## config.mk

```make
export PLATFORM = sky130hd
export DESIGN_NAME = oscillator_trim_calibrator_core_flat
export DESIGN_NICKNAME = d
export VERILOG_FILES = /design/src/sv/otc_pkg.sv /design/src/sv/otc_in_if.sv /design/src/sv/otc_out_if.sv /design/src/sv/otc_cfg_if.sv /design/src/sv/otc_skid.sv /design/src/sv/oscillator_trim_calibrator_core.sv /design/src/flat_wrapper.sv
export SDC_FILE = /design/constraint.sdc
export NUM_CORES = 1
export LEC_CHECK = 0
export BUFFER_PORTS_ARGS = -buffer_cell sky130_fd_sc_hd__buf_2
export CAP_MARGIN = 20
export CORE_UTILIZATION = 40
export DETAILED_ROUTE_END_ITERATION = 8
export SYNTH_ARGS = -nofsm -noshare
export SYNTH_HDL_FRONTEND = slang
export SYNTH_SLANG_ARGS = --single-unit
```

## constraint.sdc

```tcl
create_clock -name clk -period 8.3 [get_ports clk]
set_clock_uncertainty 0.2 [all_clocks]
set_input_delay 1.66 -clock clk [delete_from_list [all_inputs] [get_ports clk]]
set_output_delay 1.66 -clock clk [all_outputs]
set_load 0.02 [all_outputs]
```

## src/sv/otc_pkg.sv

```systemverilog
package otc_pkg;

  // Capture timer width used when the top level is not told otherwise
  localparam int CAPTURE_BITS_DEF = 16;

  // Field widths
  localparam int TRIM_W       = 8;
  localparam int MEAS_W       = 16;
  localparam int TARGET_HZ_W  = 26;
  localparam int CFG_INDEX_W  = 1;
  localparam int CFG_DATA_W   = TARGET_HZ_W;

  // target count = target_hz * 8 / 32768 = target_hz >> 12
  localparam int TARGET_SHIFT = 12;
  localparam int TARGET_W     = TARGET_HZ_W - TARGET_SHIFT;

  // Trim limits
  localparam logic [TRIM_W-1:0] TRIM_MIN = '0;
  localparam logic [TRIM_W-1:0] TRIM_MAX = '1;

  // Command codes
  localparam logic CMD_START   = 1'b0;
  localparam logic CMD_CAPTURE = 1'b1;

  // Configuration register indexes
  localparam logic [CFG_INDEX_W-1:0] REG_TARGET_HZ  = 1'd0;
  localparam logic [CFG_INDEX_W-1:0] REG_START_TRIM = 1'd1;

  // Configuration reset values
  localparam logic [TARGET_HZ_W-1:0] TARGET_HZ_RST  = 26'd2097152;
  localparam logic [TRIM_W-1:0]      START_TRIM_RST = 8'd16;

  // Calibration phases
  localparam int PHASE_W = 2;
  localparam logic [PHASE_W-1:0] PH_IDLE  = 2'd0;
  localparam logic [PHASE_W-1:0] PH_FIRST = 2'd1;
  localparam logic [PHASE_W-1:0] PH_NEXT  = 2'd2;

  // One result beat
  typedef struct packed {
    logic [TRIM_W-1:0] trim_out;
    logic [MEAS_W-1:0] measured_count;
    logic              busy_res;
    logic              done_res;
  } res_t;

endpackage

```

## src/sv/otc_in_if.sv

```systemverilog
interface otc_in_if #(
  parameter int CAPTURE_BITS = otc_pkg::CAPTURE_BITS_DEF
);
  logic                    valid;
  logic                    ready;
  logic                    cmd;
  logic [CAPTURE_BITS-1:0] capture_value;

  modport source (output valid, output cmd, output capture_value, input ready);
  modport sink   (input valid, input cmd, input capture_value, output ready);
endinterface

```

## src/sv/otc_out_if.sv

```systemverilog
interface otc_out_if;
  import otc_pkg::*;

  logic              valid;
  logic              ready;
  logic [TRIM_W-1:0] trim_out;
  logic [MEAS_W-1:0] measured_count;
  logic              busy_res;
  logic              done_res;

  modport source (output valid, output trim_out, output measured_count,
                  output busy_res, output done_res, input ready);
  modport sink   (input valid, input trim_out, input measured_count,
                  input busy_res, input done_res, output ready);
endinterface

```

## src/sv/otc_cfg_if.sv

```systemverilog
interface otc_cfg_if;
  import otc_pkg::*;

  logic                   valid;
  logic                   ready;
  logic [CFG_INDEX_W-1:0] index;
  logic [CFG_DATA_W-1:0]  data;

  modport source (output valid, output index, output data, input ready);
  modport sink   (input valid, input index, input data, output ready);
endinterface

```

## src/sv/otc_skid.sv

```systemverilog
module otc_skid (
  input  logic          clk,
  input  logic          rst,
  input  logic          in_valid,
  output logic          in_ready,
  input  otc_pkg::res_t in_data,
  output logic          out_valid,
  input  logic          out_ready,
  output otc_pkg::res_t out_data
);
  import otc_pkg::*;

  logic out_full;
  logic skid_full;
  res_t out_reg;
  res_t skid_reg;
  logic push;
  logic pop;

  assign push      = in_valid & in_ready;
  assign pop       = out_full & out_ready;
  assign in_ready  = ~skid_full;
  assign out_valid = out_full;
  assign out_data  = out_reg;

  // Track occupancy of the output and skid stages
  always_ff @(posedge clk) begin
    if (rst) begin
      out_full  <= 1'b0;
      skid_full <= 1'b0;
    end else begin
      if (pop) begin
        out_full  <= skid_full | push;
        skid_full <= 1'b0;
      end else if (push) begin
        out_full  <= 1'b1;
        skid_full <= out_full;
      end
    end
  end

  // Move payloads: skid drains first, a new beat lands in the free stage
  always_ff @(posedge clk) begin
    if (pop) begin
      if (skid_full) begin
        out_reg <= skid_reg;
      end else if (push) begin
        out_reg <= in_data;
      end
    end else if (push) begin
      if (out_full) begin
        skid_reg <= in_data;
      end else begin
        out_reg <= in_data;
      end
    end
  end

endmodule

```

## src/sv/oscillator_trim_calibrator_core.sv

```systemverilog
// Oscillator trim calibrator. A start beat (cmd 0) loads start_trim and opens a
// calibration; each following pair of capture beats (cmd 1) measures one count
// as the difference of two timer captures, compares it with target_hz >> 12,
// keeps the best trim and steps the trim one toward the target, saturating at
// 0 and 255. Calibration ends on zero error or when the error stops shrinking,
// and the best trim is applied; that beat carries done_res. Every input beat
// yields exactly one result beat. The block takes one beat per clock while the
// output buffer has room; all work for a beat is done in the accepting cycle
// and the result is registered. A two-entry output buffer lets input continue
// for one more beat while a result waits, stalling only when both entries hold.
module oscillator_trim_calibrator_core #(
  parameter int CAPTURE_BITS = otc_pkg::CAPTURE_BITS_DEF
) (
  input logic        clk,
  input logic        rst,
  otc_in_if.sink     req,
  otc_out_if.source  rsp,
  otc_cfg_if.sink    cfg
);
  import otc_pkg::*;

  localparam int ERR_W = (CAPTURE_BITS > MEAS_W) ? CAPTURE_BITS : MEAS_W;

  // Configuration registers
  logic [TARGET_HZ_W-1:0] target_hz;
  logic [TRIM_W-1:0]      start_trim;

  // Calibration state
  logic [TRIM_W-1:0]       current_trim, current_trim_next;
  logic [TRIM_W-1:0]       best_trim, best_trim_next;
  logic [ERR_W-1:0]        last_error, last_error_next;
  logic [CAPTURE_BITS-1:0] first_capture, first_capture_next;
  logic                    have_first, have_first_next;
  logic [PHASE_W-1:0]      phase, phase_next;
  logic [MEAS_W-1:0]       last_count, last_count_next;

  logic                    beat;
  logic                    done;
  logic [CAPTURE_BITS-1:0] count;
  logic [ERR_W-1:0]        count_ext;
  logic [ERR_W-1:0]        target_ext;
  logic [ERR_W-1:0]        err;
  logic                    above;
  logic                    improved;
  logic                    buf_ready;
  res_t                    res;
  res_t                    rsp_data;

  assign cfg.ready = 1'b1;
  assign req.ready = buf_ready;
  assign beat      = req.valid & buf_ready;

  // Register writes
  always_ff @(posedge clk) begin
    if (rst) begin
      target_hz  <= TARGET_HZ_RST;
      start_trim <= START_TRIM_RST;
    end else if (cfg.valid) begin
      case (cfg.index)
        REG_TARGET_HZ:  target_hz  <= cfg.data[TARGET_HZ_W-1:0];
        REG_START_TRIM: start_trim <= cfg.data[TRIM_W-1:0];
        default: ;
      endcase
    end
  end

  // Measure: count, target and absolute error
  assign count      = req.capture_value - first_capture;
  assign count_ext  = ERR_W'(count);
  assign target_ext = ERR_W'(target_hz[TARGET_HZ_W-1:TARGET_SHIFT]);
  assign above      = count_ext > target_ext;
  assign err        = above ? (count_ext - target_ext) : (target_ext - count_ext);
  assign improved   = (phase == PH_FIRST) || (last_error > err);

  // Next state for the accepted beat
  always_comb begin
    current_trim_next  = current_trim;
    best_trim_next     = best_trim;
    last_error_next    = last_error;
    first_capture_next = first_capture;
    have_first_next    = have_first;
    phase_next         = phase;
    last_count_next    = last_count;
    done               = 1'b0;
    if (req.cmd == CMD_START) begin
      current_trim_next = start_trim;
      have_first_next   = 1'b0;
      phase_next        = PH_FIRST;
    end else if (phase == PH_IDLE) begin
      // ignore captures while idle
    end else if (!have_first) begin
      first_capture_next = req.capture_value;
      have_first_next    = 1'b1;
    end else begin
      have_first_next = 1'b0;
      last_count_next = count_ext[MEAS_W-1:0];
      if (improved) begin
        best_trim_next = current_trim;
      end
      if (improved && (err != '0)) begin
        last_error_next = err;
        phase_next      = PH_NEXT;
        if (above) begin
          if (current_trim != TRIM_MIN) begin
            current_trim_next = current_trim - 1'b1;
          end
        end else if (current_trim != TRIM_MAX) begin
          current_trim_next = current_trim + 1'b1;
        end
      end else begin
        // finish: apply the best trim seen
        current_trim_next = improved ? current_trim : best_trim;
        phase_next        = PH_IDLE;
        done              = 1'b1;
      end
    end
  end

  // Commit state on each accepted beat
  always_ff @(posedge clk) begin
    if (rst) begin
      current_trim  <= '0;
      best_trim     <= '0;
      last_error    <= '0;
      first_capture <= '0;
      have_first    <= 1'b0;
      phase         <= PH_IDLE;
      last_count    <= '0;
    end else if (beat) begin
      current_trim  <= current_trim_next;
      best_trim     <= best_trim_next;
      last_error    <= last_error_next;
      first_capture <= first_capture_next;
      have_first    <= have_first_next;
      phase         <= phase_next;
      last_count    <= last_count_next;
    end
  end

  // Result beat from the updated state
  always_comb begin
    res.trim_out       = current_trim_next;
    res.measured_count = last_count_next;
    res.busy_res       = (phase_next != PH_IDLE);
    res.done_res       = done;
  end

  otc_skid u_skid (
    .clk       (clk),
    .rst       (rst),
    .in_valid  (req.valid),
    .in_ready  (buf_ready),
    .in_data   (res),
    .out_valid (rsp.valid),
    .out_ready (rsp.ready),
    .out_data  (rsp_data)
  );

  assign rsp.trim_out       = rsp_data.trim_out;
  assign rsp.measured_count = rsp_data.measured_count;
  assign rsp.busy_res       = rsp_data.busy_res;
  assign rsp.done_res       = rsp_data.done_res;

endmodule

```

## src/flat_wrapper.sv

```systemverilog
// flat-port wrapper written by rule: the top's interface ports become plain ports
module oscillator_trim_calibrator_core_flat import otc_pkg::*;
#(
  parameter int CAPTURE_BITS = otc_pkg::CAPTURE_BITS_DEF
)
  (clk, rst, req_valid, req_cmd, req_capture_value, req_ready, rsp_valid, rsp_trim_out, rsp_measured_count, rsp_busy_res, rsp_done_res, rsp_ready, cfg_valid, cfg_index, cfg_data, cfg_ready);
  otc_in_if #(.CAPTURE_BITS(CAPTURE_BITS)) req_i ();
  otc_out_if rsp_i ();
  otc_cfg_if cfg_i ();
  input logic clk;
  input logic rst;
  input wire logic [$bits(req_i.valid)-1:0] req_valid;
  input wire logic [$bits(req_i.cmd)-1:0] req_cmd;
  input wire logic [$bits(req_i.capture_value)-1:0] req_capture_value;
  output wire logic [$bits(req_i.ready)-1:0] req_ready;
  output wire logic [$bits(rsp_i.valid)-1:0] rsp_valid;
  output wire logic [$bits(rsp_i.trim_out)-1:0] rsp_trim_out;
  output wire logic [$bits(rsp_i.measured_count)-1:0] rsp_measured_count;
  output wire logic [$bits(rsp_i.busy_res)-1:0] rsp_busy_res;
  output wire logic [$bits(rsp_i.done_res)-1:0] rsp_done_res;
  input wire logic [$bits(rsp_i.ready)-1:0] rsp_ready;
  input wire logic [$bits(cfg_i.valid)-1:0] cfg_valid;
  input wire logic [$bits(cfg_i.index)-1:0] cfg_index;
  input wire logic [$bits(cfg_i.data)-1:0] cfg_data;
  output wire logic [$bits(cfg_i.ready)-1:0] cfg_ready;
  assign req_i.valid = req_valid;
  assign req_i.cmd = req_cmd;
  assign req_i.capture_value = req_capture_value;
  assign req_ready = req_i.ready;
  assign rsp_valid = rsp_i.valid;
  assign rsp_trim_out = rsp_i.trim_out;
  assign rsp_measured_count = rsp_i.measured_count;
  assign rsp_busy_res = rsp_i.busy_res;
  assign rsp_done_res = rsp_i.done_res;
  assign rsp_i.ready = rsp_ready;
  assign cfg_i.valid = cfg_valid;
  assign cfg_i.index = cfg_index;
  assign cfg_i.data = cfg_data;
  assign cfg_ready = cfg_i.ready;
  oscillator_trim_calibrator_core #(.CAPTURE_BITS(CAPTURE_BITS)) u_core (.clk(clk), .rst(rst), .req(req_i), .rsp(rsp_i), .cfg(cfg_i));
endmodule
```

* After elaboration in Yosys (flattened, before gate mapping)
Cells that the tools add are included.
Word-level totals: output and inout port bits 29, bits in registers 155
Cells by class: bitwise gates (word level) 8, equality and inequality tests 4, muxes and demuxes 30, $lt $le $gt $ge 2, add/sub/neg operators 5, reduce and logical (&&, ||, !) cells 17
Operators with widths (count):
- $mux W26 | 5
- $mux W16 | 4
- $mux W8 | 8
- $gt A16 B14 Y1 | 1
- $gt A16 B16 Y1 | 1
- $reduce_bool A16 Y1 | 1
- $sub A14 B16 Y16 | 1
- $sub A16 B14 Y16 | 1
- $sub A16 B16 Y16 | 1
- $mux W1 | 9
- $add A8 B1 Y8 const B | 1
- $mux W2 | 4
- $ne A8 B8 Y1 const B | 1
- $reduce_and A4 Y1 | 2
- $reduce_bool A8 Y1 | 1
- $sub A8 B1 Y8 const B | 1
- $reduce_and A2 Y1 | 3
- $reduce_and A3 Y1 | 2
- $reduce_bool A2 Y1 | 3
- $not A1 Y1 | 5
- $reduce_and A5 Y1 | 1
- $and A1 B1 Y1 | 2
- $eq A2 B1 Y1 const B | 1
- $logic_not A2 Y1 | 1
- 6 further kinds | 6

* Longest topological paths before layout
word-level depth 14, depth in mapped cells 42, depth with buffers taken out 36

* By module
From an unflattened synthesis, not the netlist that was laid out.
Unflattened totals: cells, all modules 1071, area, all modules 9082.5 µm²
Modules (own cells, without submodules):
- oscillator_trim_calibrator_core | area an instance 7018.0 µm², cells each 977, times used 1, sequential area each 1781.7 µm²
- otc_skid | area an instance 2064.5 µm², cells each 94, times used 1, sequential area each 1601.5 µm²

* Worst setup path before layout
Ideal clock, no wire load.
path kind input port to flip-flop, from in req_capture_value[1], to reg u_core.u_skid.out_reg (netlist bit u_core.u_skid.out_data[23]), data pin, arrival time 8.389 ns, path buffers 4, slack -0.549 ns, required time 7.840 ns, setup time 0.260 ns, stages 36, path through ha_1 nor2b_1 o31a_1 o21a_1 o21a_1 o21ai_0 a21boi_0 o21ai_0 a21oi_1 o41a_1 xor2_1 ha_1 clkbuf_1 a21oi_1 nand2_1 a221o_1 nand2_1 o21ai_4 mux2_1 o21a_1 mux2i_1 inv_1 clkbuf_1 buf_2 ha_1 nand4_1 nor2_1 and3_1 nand3_1 nor3_1 a311oi_1 nand2_1 clkbuf_1 a2111o_1 a32o_1 mux2_2
Between the ends: longest elaborated chain between the ends 13
Ends and longest elaborated chain:
- start: declaration | line flat_wrapper.sv:14 | input wire logic [$bits(req_i.capture_value)-1:0] req_capture_value;
- $sub A16 B16 Y16 (*) | line oscillator_trim_calibrator_core.sv:68 | assign count = req.capture_value - first_capture;
- $sub A14 B16 Y16, or another cell as far along | line oscillator_trim_calibrator_core.sv:72 | assign err = above ? (count_ext - target_ext) : (target_ext - count_ext);
- $mux W16 | line oscillator_trim_calibrator_core.sv:72
- $gt A16 B16 Y1 | line oscillator_trim_calibrator_core.sv:73 | assign improved = (phase == PH_FIRST) || (last_error > err);
- $logic_or A1 B1 Y1 | line oscillator_trim_calibrator_core.sv:73
- $mux W8 or $logic_and A1 B1 Y1 (tied branches)
- $mux W8 (*) | line oscillator_trim_calibrator_core.sv:100 | if (improved && (err != '0)) begin
- $mux W8 (*) | line oscillator_trim_calibrator_core.sv:91 | end else if (!have_first) begin
- $mux W8 (*) | line oscillator_trim_calibrator_core.sv:89 | end else if (phase == PH_IDLE) begin
- $mux W8 (*) | line oscillator_trim_calibrator_core.sv:85 | if (req.cmd == CMD_START) begin
- named net u_core.current_trim_next[5] | line oscillator_trim_calibrator_core.sv:29 | logic [TRIM_W-1:0] current_trim, current_trim_next;
- $mux W26 (on tied branches) | line otc_skid.sv:51, otc_skid.sv:47
- $mux W26 (on tied branches) | line otc_skid.sv:50, otc_skid.sv:45
- $mux W26 (*) | line otc_skid.sv:44 | if (pop) begin
- end signal: assignment | line otc_skid.sv:46 | out_reg <= skid_reg;
- end signal: assignment | line otc_skid.sv:48 | out_reg <= in_data;
- end signal: assignment | line otc_skid.sv:54 | out_reg <= in_data;
- end: declaration | line otc_skid.sv:15 | res_t out_reg;
The timed path passes the listed nets; every way through them passes the cells marked *. The select of a mux whose other input is x is not followed. A chain may end at the register's enable or synchronous reset.

* Worst setup path after layout
from in req_capture_value[0], to reg u_core.u_skid.out_reg (netlist bit u_core.u_skid.out_data[24]), data pin
Same word-level chain as after synthesis.

==> impl_metrics.env <==
export IMPL_run_status="completed"
export IMPL_setup_violations_final=0
export IMPL_clock_sink_count=143
export IMPL_power_share_sequential_pct=33.3
export IMPL_number_of_global_route_vias_before_repair=8471
export IMPL_max_cap_viol_count=0
export IMPL_final_hold_viol_count=0
export IMPL_nets=1455
export IMPL_synth_area_um2=9447
export IMPL_worst_setup_path_class="input pin to flip-flop"
export IMPL_ys_top_cells_by_area="sky130_fd_sc_hd__dfxtp_1 (19%), sky130_fd_sc_hd__edfxtp_1 (17%), sky130_fd_sc_hd__ha_1 (8.1%)"
export IMPL_syn_num_nets=1275
export IMPL_post_dp_hpwl_mm=20.86
export IMPL_maxSlewHeadroom_pct=29.56
export IMPL_vias=9045
export IMPL_ir_drop_mv=0.1446
export IMPL_fin_total_pwr_mw=2.310
export IMPL_die_width_um=155.7
export IMPL_grt_pass1_wl_mm=43.78
export IMPL_nFillCells=2188
export IMPL_postSynthCellCount=1162
export IMPL_worstSetupStartpointType="input pin"
export IMPL_cts_buffers_inserted=17
export IMPL_synth_area_per_cell_um2=8.130
export IMPL_worst_slew_pin_transition_ps=1057
export IMPL_ant_diodes=0
export IMPL_route_met2_wl_mm=12.84
export IMPL_post_route_min_period_ps=8187
export IMPL_route_top_layer_used="met4"
export IMPL_data_required_time_at_the_worst_endpoint_ps=8280
export IMPL_cts_max_path_buffers=2
export IMPL_ant_nets=0
export IMPL_cts_tree="done"
export IMPL_totalWireLength_mm=28.29
export IMPL_clock_insertion_delay_worst_skew_ps=430
export IMPL_hold_slack_ps=253.0
export IMPL_hp_class="flip-flop to flip-flop"
export IMPL_critical_path_max_stage_delay_ps=390
export IMPL_combinationalPowerShare_pct=33.7
export IMPL_crit_path_end_kind="flip-flop"
export IMPL_power_switching_mw=0.7832
export IMPL_drive_above_1_share_pct=28.12
export IMPL_drt_pass1_iter_count=5
export IMPL_initial_core_util_pct=41.22
export IMPL_post_synthesis_register_bit_count=143
export IMPL_leakagePower_nw=5.070
export IMPL_pwr_share_clk_pct=33.0
export IMPL_yosysTopAreaCellShare_pct=19.28
export IMPL_post_cts_hold_buffer_count=0
export IMPL_synthArstFlopShare_pct=0
export IMPL_ctsHtreeMaxLevel=4
export IMPL_ioPinCount=78
export IMPL_p_sw_share_pct=33.90
export IMPL_met3_wirelength_mm=1.344
export IMPL_die_y_um=155.7
export IMPL_design_die_area_um2=24230
export IMPL_synth_lib_cells_used_distinct=85
export IMPL_intPower_mw=1.527
export IMPL_clkSlewWorstSetupHoldPaths_ps=70
export IMPL_synth_flop_cell="sky130_fd_sc_hd__dfxtp_1"
export IMPL_critPathMaxFanout=7
export IMPL_timing_max_transition_violations_final=0
export IMPL_largest_net_degree_at_the_start_of_global_routing=95
export IMPL_drcViolationCount=0
export IMPL_post_synth_most_frequent_cells="sky130_fd_sc_hd__nand2_1 (159), sky130_fd_sc_hd__a21oi_1 (126), sky130_fd_sc_hd__nor2_1 (109)"
export IMPL_routedLengthMet1_mm=13.50
export IMPL_synth_area_leader_cell="sky130_fd_sc_hd__dfxtp_1"
export IMPL_drt_wirelength_per_cell_um=16.96
export IMPL_yosysSeqAreaShare_pct=35.81
export IMPL_synthToLayoutAreaGrowth_pct=30.27
export IMPL_final_min_period_over_clock_period_pct=98.64
export IMPL_grt_setup_unrepaired="yes"
export IMPL_yosysMostFrequentCell="sky130_fd_sc_hd__nand2_1"
export IMPL_synth_edf_count=52
export IMPL_routabilityCongestion=0.9001
export IMPL_drt_vias_per_instance=5.423
export IMPL_critical_path_slowest_cell="sky130_fd_sc_hd__fa_2"
export IMPL_timing_setup_tns_ps=0
export IMPL_timing_fmax_mhz=122.1
export IMPL_total_global_routing_track_utilization_pct=23.19
export IMPL_antenna_violations_before_repair=0
export IMPL_rows=55
export IMPL_placeable_core_area_um2=22920
export IMPL_total_gr_overflow=0
export IMPL_ys_warnings_count=0
export IMPL_io_buffer_count=72
export IMPL_worst_ep_arrival_time_ps=8170
export IMPL_ctsRootBufferMaster="sky130_fd_sc_hd__clkbuf_16"
export IMPL_power_per_cell_area_nw_per_um2=187.7
export IMPL_drt_iter0_markers=531
metrics by stage:
| stage | cell area, um2 | setup slack, ps | std cells | util (%) |
|---|---|---|---|---|
| 2_1_floorplan | 9574 | -78.04 | 1162 | - |
| 3_3_place_gp | 11100 | -579.2 | 1617 | 48.44 |
| 3_5_place_dp | 11100 | -648.7 | 1617 | 48.44 |
| 4_1_cts | 11820 | 8.053 | 1655 | 51.59 |
| 5_1_grt | 12310 | -100.3 | 1668 | 53.70 |
| 6_report | 12310 | 113.0 | 1668 | 53.70 |
what timing repair did:
action | in CTS | in global routing
buffers inserted | 5 | 13
gates cloned | 1 | 1
resized for setup | 25 | 68
pin swaps | 13 | 47
setup endpoints to repair | 33 | 50
hold endpoints to repair | 0 | 0
layout make-up:
class | count | area [um2] | share of cell area (%)
well taps | 313 | 391.6 | 3.183
inverters | 78 | 295.3 | 2.400
repair buffers | 233 | 1682 | 13.67
flip-flops and latches | 143 | 3383 | 27.49
clock buffers | 17 | 425.4 | 3.457
multi-input cells | 869 | 5974 | 48.55
clock inverters | 15 | 153.9 | 1.251
power by group through the flow:
stage / logic [mW] / registers (mW) / clock network, mW
floorplan: 0.399 / 0.792 / 0
global placement: 0.681 / 0.784 / 0
detailed placement: 0.686 / 0.784 / 0
CTS: 0.709 / 0.769 / 0.774
global route: 0.845 / 0.772 / 0.803
finish: 0.779 / 0.769 / 0.762
cell usage in the layout (no fill, tap or decap), drive strengths merged, types with 29 or more instances in the layout:
cell,n
nand2,160
ha,61
a211oi,29
o21ai,53
edfxtp,52
buf,232
inv,85
dfxtp,91
nand3,35
a21oi,127
nor2,109
path summary, 6_finish.rpt:
check                                              from                    endpoint  slack, ps  depth (start not counted)
worst max-delay path               req_capture_value[0]  u_core.u_skid.out_data[24]        110                         38
worst min register to register  u_core.first_capture[2]     u_core.first_capture[2]        250                          2
worst max register to register  u_core.first_capture[0]  u_core.u_skid.out_data[24]       1110                         36
worst min-delay path            u_core.first_capture[2]     u_core.first_capture[2]        250                          2
cell families (layout without fill, tap and decap cells):
group / after synthesis / in the layout / share of synthesized area (%)
buf+inv: 150 / 343 / 6.503
simple gates: 403 / 403 / 19.22
flops: 143 / 143 / 35.81
xor+xnor: 14 / 14 / 1.457
fa+ha+maj: 64 / 64 / 8.715
other cells: 1 / 1 / 0.03970
compound gates: 366 / 366 / 25.85
mux: 21 / 21 / 2.397
worst max-delay path: cells and delay by family:
family	cells	cell delay [ps]
buffers and inverters	8	850
muxes	3	860
AOI/OAI and AO/OA	12	2530
and+or+nand+nor	11	1230
adders and majority gates	4	1040
routing by layer:
metal | GRT usage [%] | up-vias
met5 | 0 | -
met4 | 7.843 | 0
met3 | 3.222 | 35
met2 | 36.52 | 260
met1 | 32.49 | 4207
li1 | - | 4543
Power figures use the tool's default switching activity.
